<file path="src/sv/cfd_pkg.sv">
`default_nettype none

package cfd_pkg;

    // Receiver phase.
    typedef enum logic [2:0] {
        PH_HUNT = 3'd0,
        PH_HEAD = 3'd1,
        PH_LENL = 3'd2,
        PH_DATA = 3'd3,
        PH_END  = 3'd4
    } t_phase;

    // Result kinds.
    localparam logic [1:0] K_PAYLOAD = 2'd0;
    localparam logic [1:0] K_DONE    = 2'd1;
    localparam logic [1:0] K_ERROR   = 2'd2;

    // Error codes.
    localparam logic [1:0] E_TIMEOUT = 2'd0;
    localparam logic [1:0] E_CHANNEL = 2'd1;
    localparam logic [1:0] E_LENGTH  = 2'd2;
    localparam logic [1:0] E_NOEND   = 2'd3;

    // Input operations.
    localparam logic OP_BYTE = 1'b0;
    localparam logic OP_IDLE = 1'b1;

    // Configuration register indexes.
    localparam logic [1:0] CFG_MARKER  = 2'd0;
    localparam logic [1:0] CFG_MAXLEN  = 2'd1;
    localparam logic [1:0] CFG_TIMEOUT = 2'd2;

    // Register reset values.
    localparam logic [7:0]  MARKER_RESET  = 8'd126;
    localparam logic [11:0] MAXLEN_RESET  = 12'd4095;
    localparam logic [31:0] TIMEOUT_RESET = 32'd0;

    typedef struct packed {
        logic       op;
        logic [7:0] rx_byte;
    } t_in;

    typedef struct packed {
        logic [1:0]  kind;
        logic [7:0]  payload_byte;
        logic [3:0]  channel;
        logic [11:0] frame_length;
        logic [1:0]  error_code;
    } t_out;

    typedef struct packed {
        logic [7:0]  marker_byte;
        logic [11:0] max_payload;
        logic [31:0] timeout_ticks;
    } t_cfg;

endpackage

`default_nettype wire

</file>
<file path="src/sv/channel_frame_deframer_top.sv">
// Framed byte-stream receiver. Each input transfer is either a received byte or an idle
// tick; frames arrive as marker, channel/length-high byte, length-low byte, payload and a
// closing marker. Every payload byte produces a payload result as it arrives, a correct
// closing marker produces a done result carrying the channel and length, and a bad channel,
// an oversize length, a wrong closing byte or a run of idle ticks reaching timeout_ticks
// produces an error result and a return to hunting. Headers, idle ticks and hunting bytes
// produce no result. The block takes one input transfer every clock cycle unless
// stalled; the result of a transfer appears in the output register on the next cycle. The
// rate is set by the single per-byte state update, and the output register lets a new input
// transfer be taken in the same cycle in which the waiting result is taken. Configuration
// writes are accepted in every cycle and must only be made while the block is idle.
`default_nettype none

module channel_frame_deframer_top #(
    parameter int NUM_CHANNELS = 4
) (
    input  wire           i_clk,
    input  wire           i_rst_n,
    // Input channel.
    input  wire           i_in_valid,
    output logic          o_in_ready,
    input  cfd_pkg::t_in  i_in_data,
    // Result channel.
    output logic          o_out_valid,
    input  wire           i_out_ready,
    output cfd_pkg::t_out o_out_data,
    // Configuration write channel.
    input  wire           i_cfg_valid,
    output logic          o_cfg_ready,
    input  wire [1:0]     i_cfg_index,
    input  wire [31:0]    i_cfg_data
);

    cfd_pkg::t_cfg r_cfg;
    logic          r_out_valid;
    cfd_pkg::t_out r_out_data;

    logic          w_in_xfer;
    logic          w_res_valid;
    cfd_pkg::t_out w_res;

    // The result register frees up in the same cycle in which its result is taken.
    assign o_in_ready  = !r_out_valid || i_out_ready;
    assign w_in_xfer   = i_in_valid && o_in_ready;
    assign o_cfg_ready = 1'b1;
    assign o_out_valid = r_out_valid;
    assign o_out_data  = r_out_data;

    // Configuration registers. An index past the last register is dropped.
    always_ff @(posedge i_clk) begin
        if (!i_rst_n) begin
            r_cfg.marker_byte   <= cfd_pkg::MARKER_RESET;
            r_cfg.max_payload   <= cfd_pkg::MAXLEN_RESET;
            r_cfg.timeout_ticks <= cfd_pkg::TIMEOUT_RESET;
        end else if (i_cfg_valid && o_cfg_ready) begin
            unique case (i_cfg_index)
                cfd_pkg::CFG_MARKER:  r_cfg.marker_byte   <= i_cfg_data[7:0];
                cfd_pkg::CFG_MAXLEN:  r_cfg.max_payload   <= i_cfg_data[11:0];
                cfd_pkg::CFG_TIMEOUT: r_cfg.timeout_ticks <= i_cfg_data;
                default: begin
                end
            endcase
        end
    end

    // Receiver state and the per-transfer state update.
    cfd_fsm #(
        .NUM_CHANNELS (NUM_CHANNELS)
    ) u_fsm (
        .i_clk       (i_clk),
        .i_rst_n     (i_rst_n),
        .i_step      (w_in_xfer),
        .i_item      (i_in_data),
        .i_cfg       (r_cfg),
        .o_res_valid (w_res_valid),
        .o_res       (w_res)
    );

    // Result register. A transfer that causes no result leaves it empty.
    always_ff @(posedge i_clk) begin
        if (!i_rst_n) begin
            r_out_valid <= 1'b0;
        end else if (w_in_xfer) begin
            r_out_valid <= w_res_valid;
        end else if (i_out_ready) begin
            r_out_valid <= 1'b0;
        end
    end

    always_ff @(posedge i_clk) begin
        if (w_in_xfer) begin
            r_out_data <= w_res;
        end
    end

endmodule

`default_nettype wire

</file>
<file path="src/sv/cfd_fsm.sv">
`default_nettype none

module cfd_fsm #(
    parameter int NUM_CHANNELS = 4
) (
    input  wire           i_clk,
    input  wire           i_rst_n,
    input  wire           i_step,
    input  cfd_pkg::t_in  i_item,
    input  cfd_pkg::t_cfg i_cfg,
    output logic          o_res_valid,
    output cfd_pkg::t_out o_res
);

    localparam logic [4:0] CHAN_LIMIT = 5'(NUM_CHANNELS);

    cfd_pkg::t_phase r_phase, n_phase;
    logic [3:0]      r_channel, n_channel;
    logic [11:0]     r_exp_len, n_exp_len;
    logic [11:0]     r_pos, n_pos;
    logic [31:0]     r_idle, n_idle;

    logic [31:0] w_idle_inc;
    logic        w_tmo_hit;
    logic        w_is_marker;
    logic [11:0] w_len_full;
    logic        w_len_bad;
    logic        w_chan_bad;
    logic [11:0] w_pos_inc;

    // The idle count saturates at its top value.
    assign w_idle_inc  = (r_idle != '1) ? r_idle + 32'd1 : r_idle;
    assign w_tmo_hit   = (i_cfg.timeout_ticks != '0) && (w_idle_inc >= i_cfg.timeout_ticks);
    assign w_is_marker = (i_item.rx_byte == i_cfg.marker_byte);
    assign w_len_full  = {r_exp_len[11:8], i_item.rx_byte};
    assign w_len_bad   = (w_len_full > i_cfg.max_payload);
    assign w_chan_bad  = ({1'b0, i_item.rx_byte[7:4]} >= CHAN_LIMIT);
    assign w_pos_inc   = r_pos + 12'd1;

    always_comb begin
        n_phase   = r_phase;
        n_channel = r_channel;
        n_exp_len = r_exp_len;
        n_pos     = r_pos;
        n_idle    = r_idle;
        if (i_item.op == cfd_pkg::OP_IDLE) begin
            if (i_cfg.timeout_ticks == '0) begin
                n_idle = '0;
            end else if (w_tmo_hit) begin
                n_idle  = '0;
                n_phase = cfd_pkg::PH_HUNT;
            end else begin
                n_idle = w_idle_inc;
            end
        end else begin
            n_idle = '0;
            unique case (r_phase)
                cfd_pkg::PH_HEAD: begin
                    if (!w_is_marker) begin
                        n_channel = i_item.rx_byte[7:4];
                        n_exp_len = {i_item.rx_byte[3:0], 8'd0};
                        n_phase   = w_chan_bad ? cfd_pkg::PH_HUNT : cfd_pkg::PH_LENL;
                    end
                end
                cfd_pkg::PH_LENL: begin
                    n_exp_len = w_len_full;
                    if (w_len_bad) begin
                        n_phase = cfd_pkg::PH_HUNT;
                    end else begin
                        n_pos   = '0;
                        n_phase = (w_len_full != '0) ? cfd_pkg::PH_DATA : cfd_pkg::PH_END;
                    end
                end
                cfd_pkg::PH_DATA: begin
                    n_pos = w_pos_inc;
                    if (w_pos_inc >= r_exp_len) begin
                        n_phase = cfd_pkg::PH_END;
                    end
                end
                cfd_pkg::PH_END: begin
                    n_phase = cfd_pkg::PH_HUNT;
                end
                default: begin
                    // Hunting, and any phase code that means nothing.
                    if (w_is_marker) begin
                        n_phase = cfd_pkg::PH_HEAD;
                        n_pos   = '0;
                    end else begin
                        n_phase = cfd_pkg::PH_HUNT;
                    end
                end
            endcase
        end
    end

    always_comb begin
        o_res_valid = 1'b0;
        o_res       = '0;
        o_res.kind  = cfd_pkg::K_PAYLOAD;
        if (i_item.op == cfd_pkg::OP_IDLE) begin
            if (w_tmo_hit) begin
                o_res_valid      = 1'b1;
                o_res.kind       = cfd_pkg::K_ERROR;
                o_res.error_code = cfd_pkg::E_TIMEOUT;
            end
        end else begin
            unique case (r_phase)
                cfd_pkg::PH_HEAD: begin
                    if (!w_is_marker && w_chan_bad) begin
                        o_res_valid      = 1'b1;
                        o_res.kind       = cfd_pkg::K_ERROR;
                        o_res.error_code = cfd_pkg::E_CHANNEL;
                    end
                end
                cfd_pkg::PH_LENL: begin
                    if (w_len_bad) begin
                        o_res_valid      = 1'b1;
                        o_res.kind       = cfd_pkg::K_ERROR;
                        o_res.error_code = cfd_pkg::E_LENGTH;
                    end
                end
                cfd_pkg::PH_DATA: begin
                    o_res_valid        = 1'b1;
                    o_res.kind         = cfd_pkg::K_PAYLOAD;
                    o_res.payload_byte = i_item.rx_byte;
                end
                cfd_pkg::PH_END: begin
                    o_res_valid = 1'b1;
                    if (w_is_marker) begin
                        o_res.kind         = cfd_pkg::K_DONE;
                        o_res.frame_length = r_pos;
                    end else begin
                        o_res.kind       = cfd_pkg::K_ERROR;
                        o_res.error_code = cfd_pkg::E_NOEND;
                    end
                end
                default: begin
                    o_res_valid = 1'b0;
                end
            endcase
        end
        // Every result reports the channel as it stands after this byte.
        o_res.channel = n_channel;
    end

    always_ff @(posedge i_clk) begin
        if (!i_rst_n) begin
            r_phase   <= cfd_pkg::PH_HUNT;
            r_channel <= '0;
            r_exp_len <= '0;
            r_pos     <= '0;
            r_idle    <= '0;
        end else if (i_step) begin
            r_phase   <= n_phase;
            r_channel <= n_channel;
            r_exp_len <= n_exp_len;
            r_pos     <= n_pos;
            r_idle    <= n_idle;
        end
    end

endmodule

`default_nettype wire

</file>
<file path="config.mk">
export PLATFORM = sky130hd
export DESIGN_NAME = channel_frame_deframer_top
export DESIGN_NICKNAME = d
export VERILOG_FILES = /design/src/sv/cfd_pkg.sv /design/src/sv/channel_frame_deframer_top.sv /design/src/sv/cfd_fsm.sv
export SDC_FILE = /design/constraint.sdc
export NUM_CORES = 1
export LEC_CHECK = 0
export BUFFER_PORTS_ARGS = -buffer_cell sky130_fd_sc_hd__buf_2
export CORE_UTILIZATION = 60
export DETAILED_ROUTE_END_ITERATION = 10
export PLACE_DENSITY = 0.81
export REMOVE_ABC_BUFFERS = 1
export SLEW_MARGIN = 10
export SYNTH_ARGS = -nofsm -noshare
export SYNTH_HDL_FRONTEND = slang
export SYNTH_SLANG_ARGS = --single-unit
</file>
<file path="constraint.sdc">
create_clock -name i_clk -period 4.38 [get_ports i_clk]
set_input_delay 0.219 -clock i_clk [delete_from_list [all_inputs] [get_ports i_clk]]
set_output_delay 0.219 -clock i_clk [all_outputs]
set_load 0.02 [all_outputs]
</file>
* After elaboration in Yosys (flattened, before gate mapping)
Index checks and enable logic that the tools add are counted.
Storage, ports and cells: memories kept 0, logic and storage cells 103, bits in writable memories 0, input port bits 48, output and inout port bits 31, register bits 144, memory bits (read-only) 0, latch bits 0
Cells by class: shifts and indexed selects 0, divide/modulo/power cells 0, equal/unequal tests 14, mux-type cells 38, bitwise logic cells 6, add/subtract/negate cells 2, multipliers 0, magnitude comparators 4, reductions and logical operators 24
Operators with widths (count):
- $mux 32 | 4
- $mux 12 | 3
- $pmux 12 s3 | 1
- $add 32x1->32 const B | 1
- $ge 32x32->1 | 1
- $logic_not 32->1 | 1
- $ne 32x32->1 const B | 1
- $reduce_bool 32->1 | 1
- $pmux 12 s2 | 1
- $mux 3 | 7
- $reduce_and 5->1 | 3
- $mux 2 | 7
- $add 12x1->12 const B | 1
- $ge 12x12->1 | 1
- $gt 12x12->1 | 1
- $mux 4 | 3
- $pmux 2 s3 | 2
- $pmux 3 s4 | 1
- $reduce_bool 12->1 | 1
- $eq 8x8->1 | 1
- $mux 1 | 8
- $eq 3x2->1 const B | 2
- $ne 2x2->1 const B | 3
- $not 1->1 | 6
- other kinds (19) | 27

* Depth between registers and ports, before layout
depth after elaboration 7, depth in mapped cells 19, gate-level depth less buffers 15

* By module
Synthesis repeated with hierarchy kept, for this count alone.
Unflattened totals: cell total of the unflattened synthesis 937, area total of the unflattened synthesis 8300.5 um^2
By module, submodules not included:
- cfd_fsm | times used 1, cells an instance 680, seq. area each 1261.2 um^2, area an instance 5263.8 um^2
- channel_frame_deframer_top | times used 1, cells an instance 257, seq. area each 1901.8 um^2, area an instance 3036.7 um^2

* Least setup slack after synthesis
No wires, ideal clock.
path kind reg2reg, start point register u_fsm.r_idle[0], end point register u_fsm.r_idle[0], cell stages (with the launch flop) 17, path buffers 1, clock period less this slack 3.805 ns, required time 4.316 ns, setup time 0.064 ns, slack 0.575 ns, arrival 3.741 ns, path through dfxtp_1 > ha_1 > inv_1 > nor4_4 > nand3_1 > and3_1 > buf_4 > and3_1 > xor2_1 > ha_1 > nand4_1 > nor3_1 > a2111oi_2 > o211ai_2 > or4_4 > o211a_1 > nor2_1
On the way: longest elaborated chain between the ends 7, elaborated cells between the ends (all ways) 8, classes of those cells add/sub: 1; order compare: 1; eq/ne: 1; mux: 4; reduce/logical: 1
RTL lines:
- start, declared | line cfd_fsm.sv:21 | logic [31:0] r_idle, n_idle;
- start signal, assigned | line cfd_fsm.sv:158 | r_idle <= n_idle;
- $add 32x1->32 or $ne 32x32->1 (tied branches) | line cfd_fsm.sv:32 | assign w_idle_inc = (r_idle != '1) ? r_idle + 32'd1 : r_idle;
- $mux 32 (*) | line cfd_fsm.sv:32
- $ge 32x32->1 | line cfd_fsm.sv:33 | assign w_tmo_hit = (i_cfg.timeout_ticks != '0) && (w_idle_inc >= i_cfg.timeout_ticks);
- $logic_and 1x1->1 | line cfd_fsm.sv:33
- $mux 32 (*) | line cfd_fsm.sv:49 | end else if (w_tmo_hit) begin
- $mux 32 (*) | line cfd_fsm.sv:47 | if (i_cfg.timeout_ticks == '0) begin
- $mux 32 (*) | line cfd_fsm.sv:46 | if (i_item.op == cfd_pkg::OP_IDLE) begin
Every way passes the cells marked *; elsewhere a longest branch is shown, timed or not. A chain may end at the register's enable or synchronous reset.

* Final worst setup path
start point register u_fsm.r_idle[6], end point register u_fsm.r_idle[6]
Same word-level chain as after synthesis.

==> metrics.txt <==
number of global-route vias before repair=6528; Slew Limit Fails=0; Final Cycle Share=94.0%; final WL=19200 um; count of cell types in the netlist=71; grt met1 use=38.2%; vias=7013; die area=14100 sq um; leading area contributor after synthesis=dfxtp_1; Final Hold Vio Count=0; share of cells above drive strength 1=15.0%; maximum VDD drop=0.349 mV; root buffer cell=clkbuf_16; clk slew on worst S/H paths=0.06 ns; fmax=243 MHz; final setup vio count=0; Synth area leaders=dfxtp_1 28%, edfxtp_1 10%, ha_1 8.9%; Synth Area in Compound Gates=14.1%; DRT iter0 DRCs=514; GRT overflow=0; first-pass GRT wire length=31700 um; top cells by count, synth=153 x nand2_1, 116 x dfxtp_1, 80 x a21oi_1, 66 x inv_1, 58 x ha_1; Post-Syn Area=8150 sq um; largest net degree at the start of global routing=47; post-DR wirelength/cell=15.9 um; Max Buffers Root-to-Sink=2; Tightest Hold Check Type=input port to flip-flop; row count=42; Hold Buf Count CTS=0; Nets=1123; die height=119 um; flop2flop setup slack=0.26 ns; drt first pass iters=5; Vias/cell=5.82; Max Cap Viol=0; Final Instance Count excl. Fillers=1206; Antenna Cells=0; ys flop type=dfxtp_1; Post-Synth Adder-Cell Area=8.90%; leak pwr=4.01 nW; XOR/XNOR share of the synthesized area=4.83%; Cells after Synth=953; pwr dens=353 nW/um^2; Global Route Usage Sum=28.1%; number of synthesized flops with an enable pin=28; met2 Resource Use GR=45.1%; core area=13200 sq um; Fin Setup TNS=0 ns; CTS sink count=144; gr busiest metal=met2; status=finished, final reports clean; Die Wd=119 um; post-layout power=3.29 mW; CTS buffer count=17; synthesized area per cell=8.56 sq um; Area Growth Syn to Fin=14.3%; post-route ant nets=0; GPL Wtd Cong=0.824; most common cell in the synthesized netlist=nand2_1; CP Class=flip-flop to flip-flop; TritonCTS clock tree=done; htree depth=4; clk_skew=0.00737 ns; Cells after DPL=1170; Initial Util=61.6%; Synth warnings=0; io pins=79; ys async rst share=0%; # DRC=0; clk_lat worst skew=0.43 ns; Seq cells post-synth=144; hpwl dp=13200 um; post-synthesis mux area share=3.39%; Worst Path Required=4.75 ns; largest family of logic cells by synthesized area=simple AND/OR/NAND/NOR gates; final period demand of the worst path=4.12 ns; Worst-Margin Slew=0.865 ns; Seq/Total Area, Yosys=38.8%; met3 Track Usage GR=4.54%; # port buffers=77; worst slew margin relative to its limit=42.2%; initial antenna violation count=0; CP Launch Type=flip-flop; CP Capture Type=flip-flop; Max FO, Critical Path=8; Post-Synth Simple-Gate Area=24.0%; CP arrival=4.49 ns; area share of the largest cell type after synthesis=28.5%
area by class of cell:
type,count,area [sq um]
fill,1031,3920
inverter,66,248
clock buffer,18,429
timing repair buffer,98,556
sequential,144,3160
clock inverter,14,188
multi-input combinational,690,4520
tap,176,220
cell usage in the layout (no fill, tap or decap), drive strengths merged, types with 4 or more instances in the layout:
cell type,Yosys,routed
a21o,5,5
a21oi,80,80
a22o,14,14
a31oi,17,17
and2,17,17
and3,28,28
and4,6,6
buf,17,98
bufinv,0,4
clkbuf,36,18
clkinv,0,6
dfxtp,116,116
edfxtp,28,28
ha,58,58
inv,66,67
mux2,5,5
mux2i,22,22
nand2,153,153
nand2b,10,10
nand3,46,46
nand3b,4,4
nand4,21,21
nor2,40,40
nor3,11,11
nor4,18,18
o211ai,16,16
o21ai,24,24
xnor2,28,28
xor2,17,17
critical path, cell delays in order, from the launching register on:
cell and delay, ns:
dfxtp_1 0.48, nand4_4 0.19, nor4_4 0.39, a21boi_2 0.40
nor3b_2 0.34, xor2_1 0.21, ha_1 0.27, nand4_1 0.12
nor3_1 0.08, a2111oi_2 0.43, o211ai_2 0.24, or4_4 0.60
o211ai_1 0.18, and2_1 0.14
stage by stage:
step                      setup WS, ns  hold WS, ns  instance area, sq um  utilization [%]
after floorplan                 -0.796        0.291                  7910                -
after global placement           0.365        0.455                  8670             65.5
after detailed placement         0.208        0.461                  8670             65.5
after CTS                        0.180       0.0263                  9290             70.1
after global routing           -0.0378       0.0401                  9320             70.4
final                            0.261       0.0324                  9320             70.4
final timing paths:
check | from | to | cells after the start
setup reg to reg | u_fsm.r_idle[6]$_SDFFE_PN0P_ | u_fsm.r_idle[6]$_SDFFE_PN0P_ | 13
setup / recovery | u_fsm.r_idle[6]$_SDFFE_PN0P_ | u_fsm.r_idle[6]$_SDFFE_PN0P_ | 13
hold reg to reg | r_cfg[8]$_SDFFE_PN0P_ | r_cfg[8]$_SDFFE_PN0P_ | 2
hold / removal | i_cfg_data[22] | r_cfg[22]$_SDFFE_PN0P_ | 3
flip-flops by register name (all words and copies together) (netlist names):
register,count
o_out_valid,1
u_fsm.r_channel,4
r_cfg,52
u_fsm.r_pos,12
o_out_data,28
u_fsm.r_exp_len,12
u_fsm.r_idle,32
u_fsm.r_phase,3
kinds of logic after synthesis:
| family | after synthesis |
|---|---|
| buffers and inverters | 119 |
| AO/OA/AOI/OAI | 181 |
| XOR/XNOR | 45 |
| adder cells (fa/ha/maj) | 58 |
| other | 1 |
| AND/OR/NAND/NOR | 378 |
| multiplexers | 27 |
| flip-flops | 144 |
metal layers:
metal	share of wire (%)	routed length, um	vias to the layer above
met5	0	0	-
met4	1.7	330	0
met3	4.0	775	24
met2	47	8940	171
met1	48	9150	3323
li1	-	-	3495
report_power, final:
group,total [mW],switching (mW),internal [mW]
Combinational,0.356,0.220,0.137
Clock,1.52,0.567,0.951
Sequential,1.41,0.0238,1.39
Total,3.29,0.811,2.48
timing repair:
item	in CTS	in global routing
gates resized for setup	0	2
setup endpoints to repair	0	31
setup buffers	0	4
No activity file was read; power rests on OpenSTA's default activity.
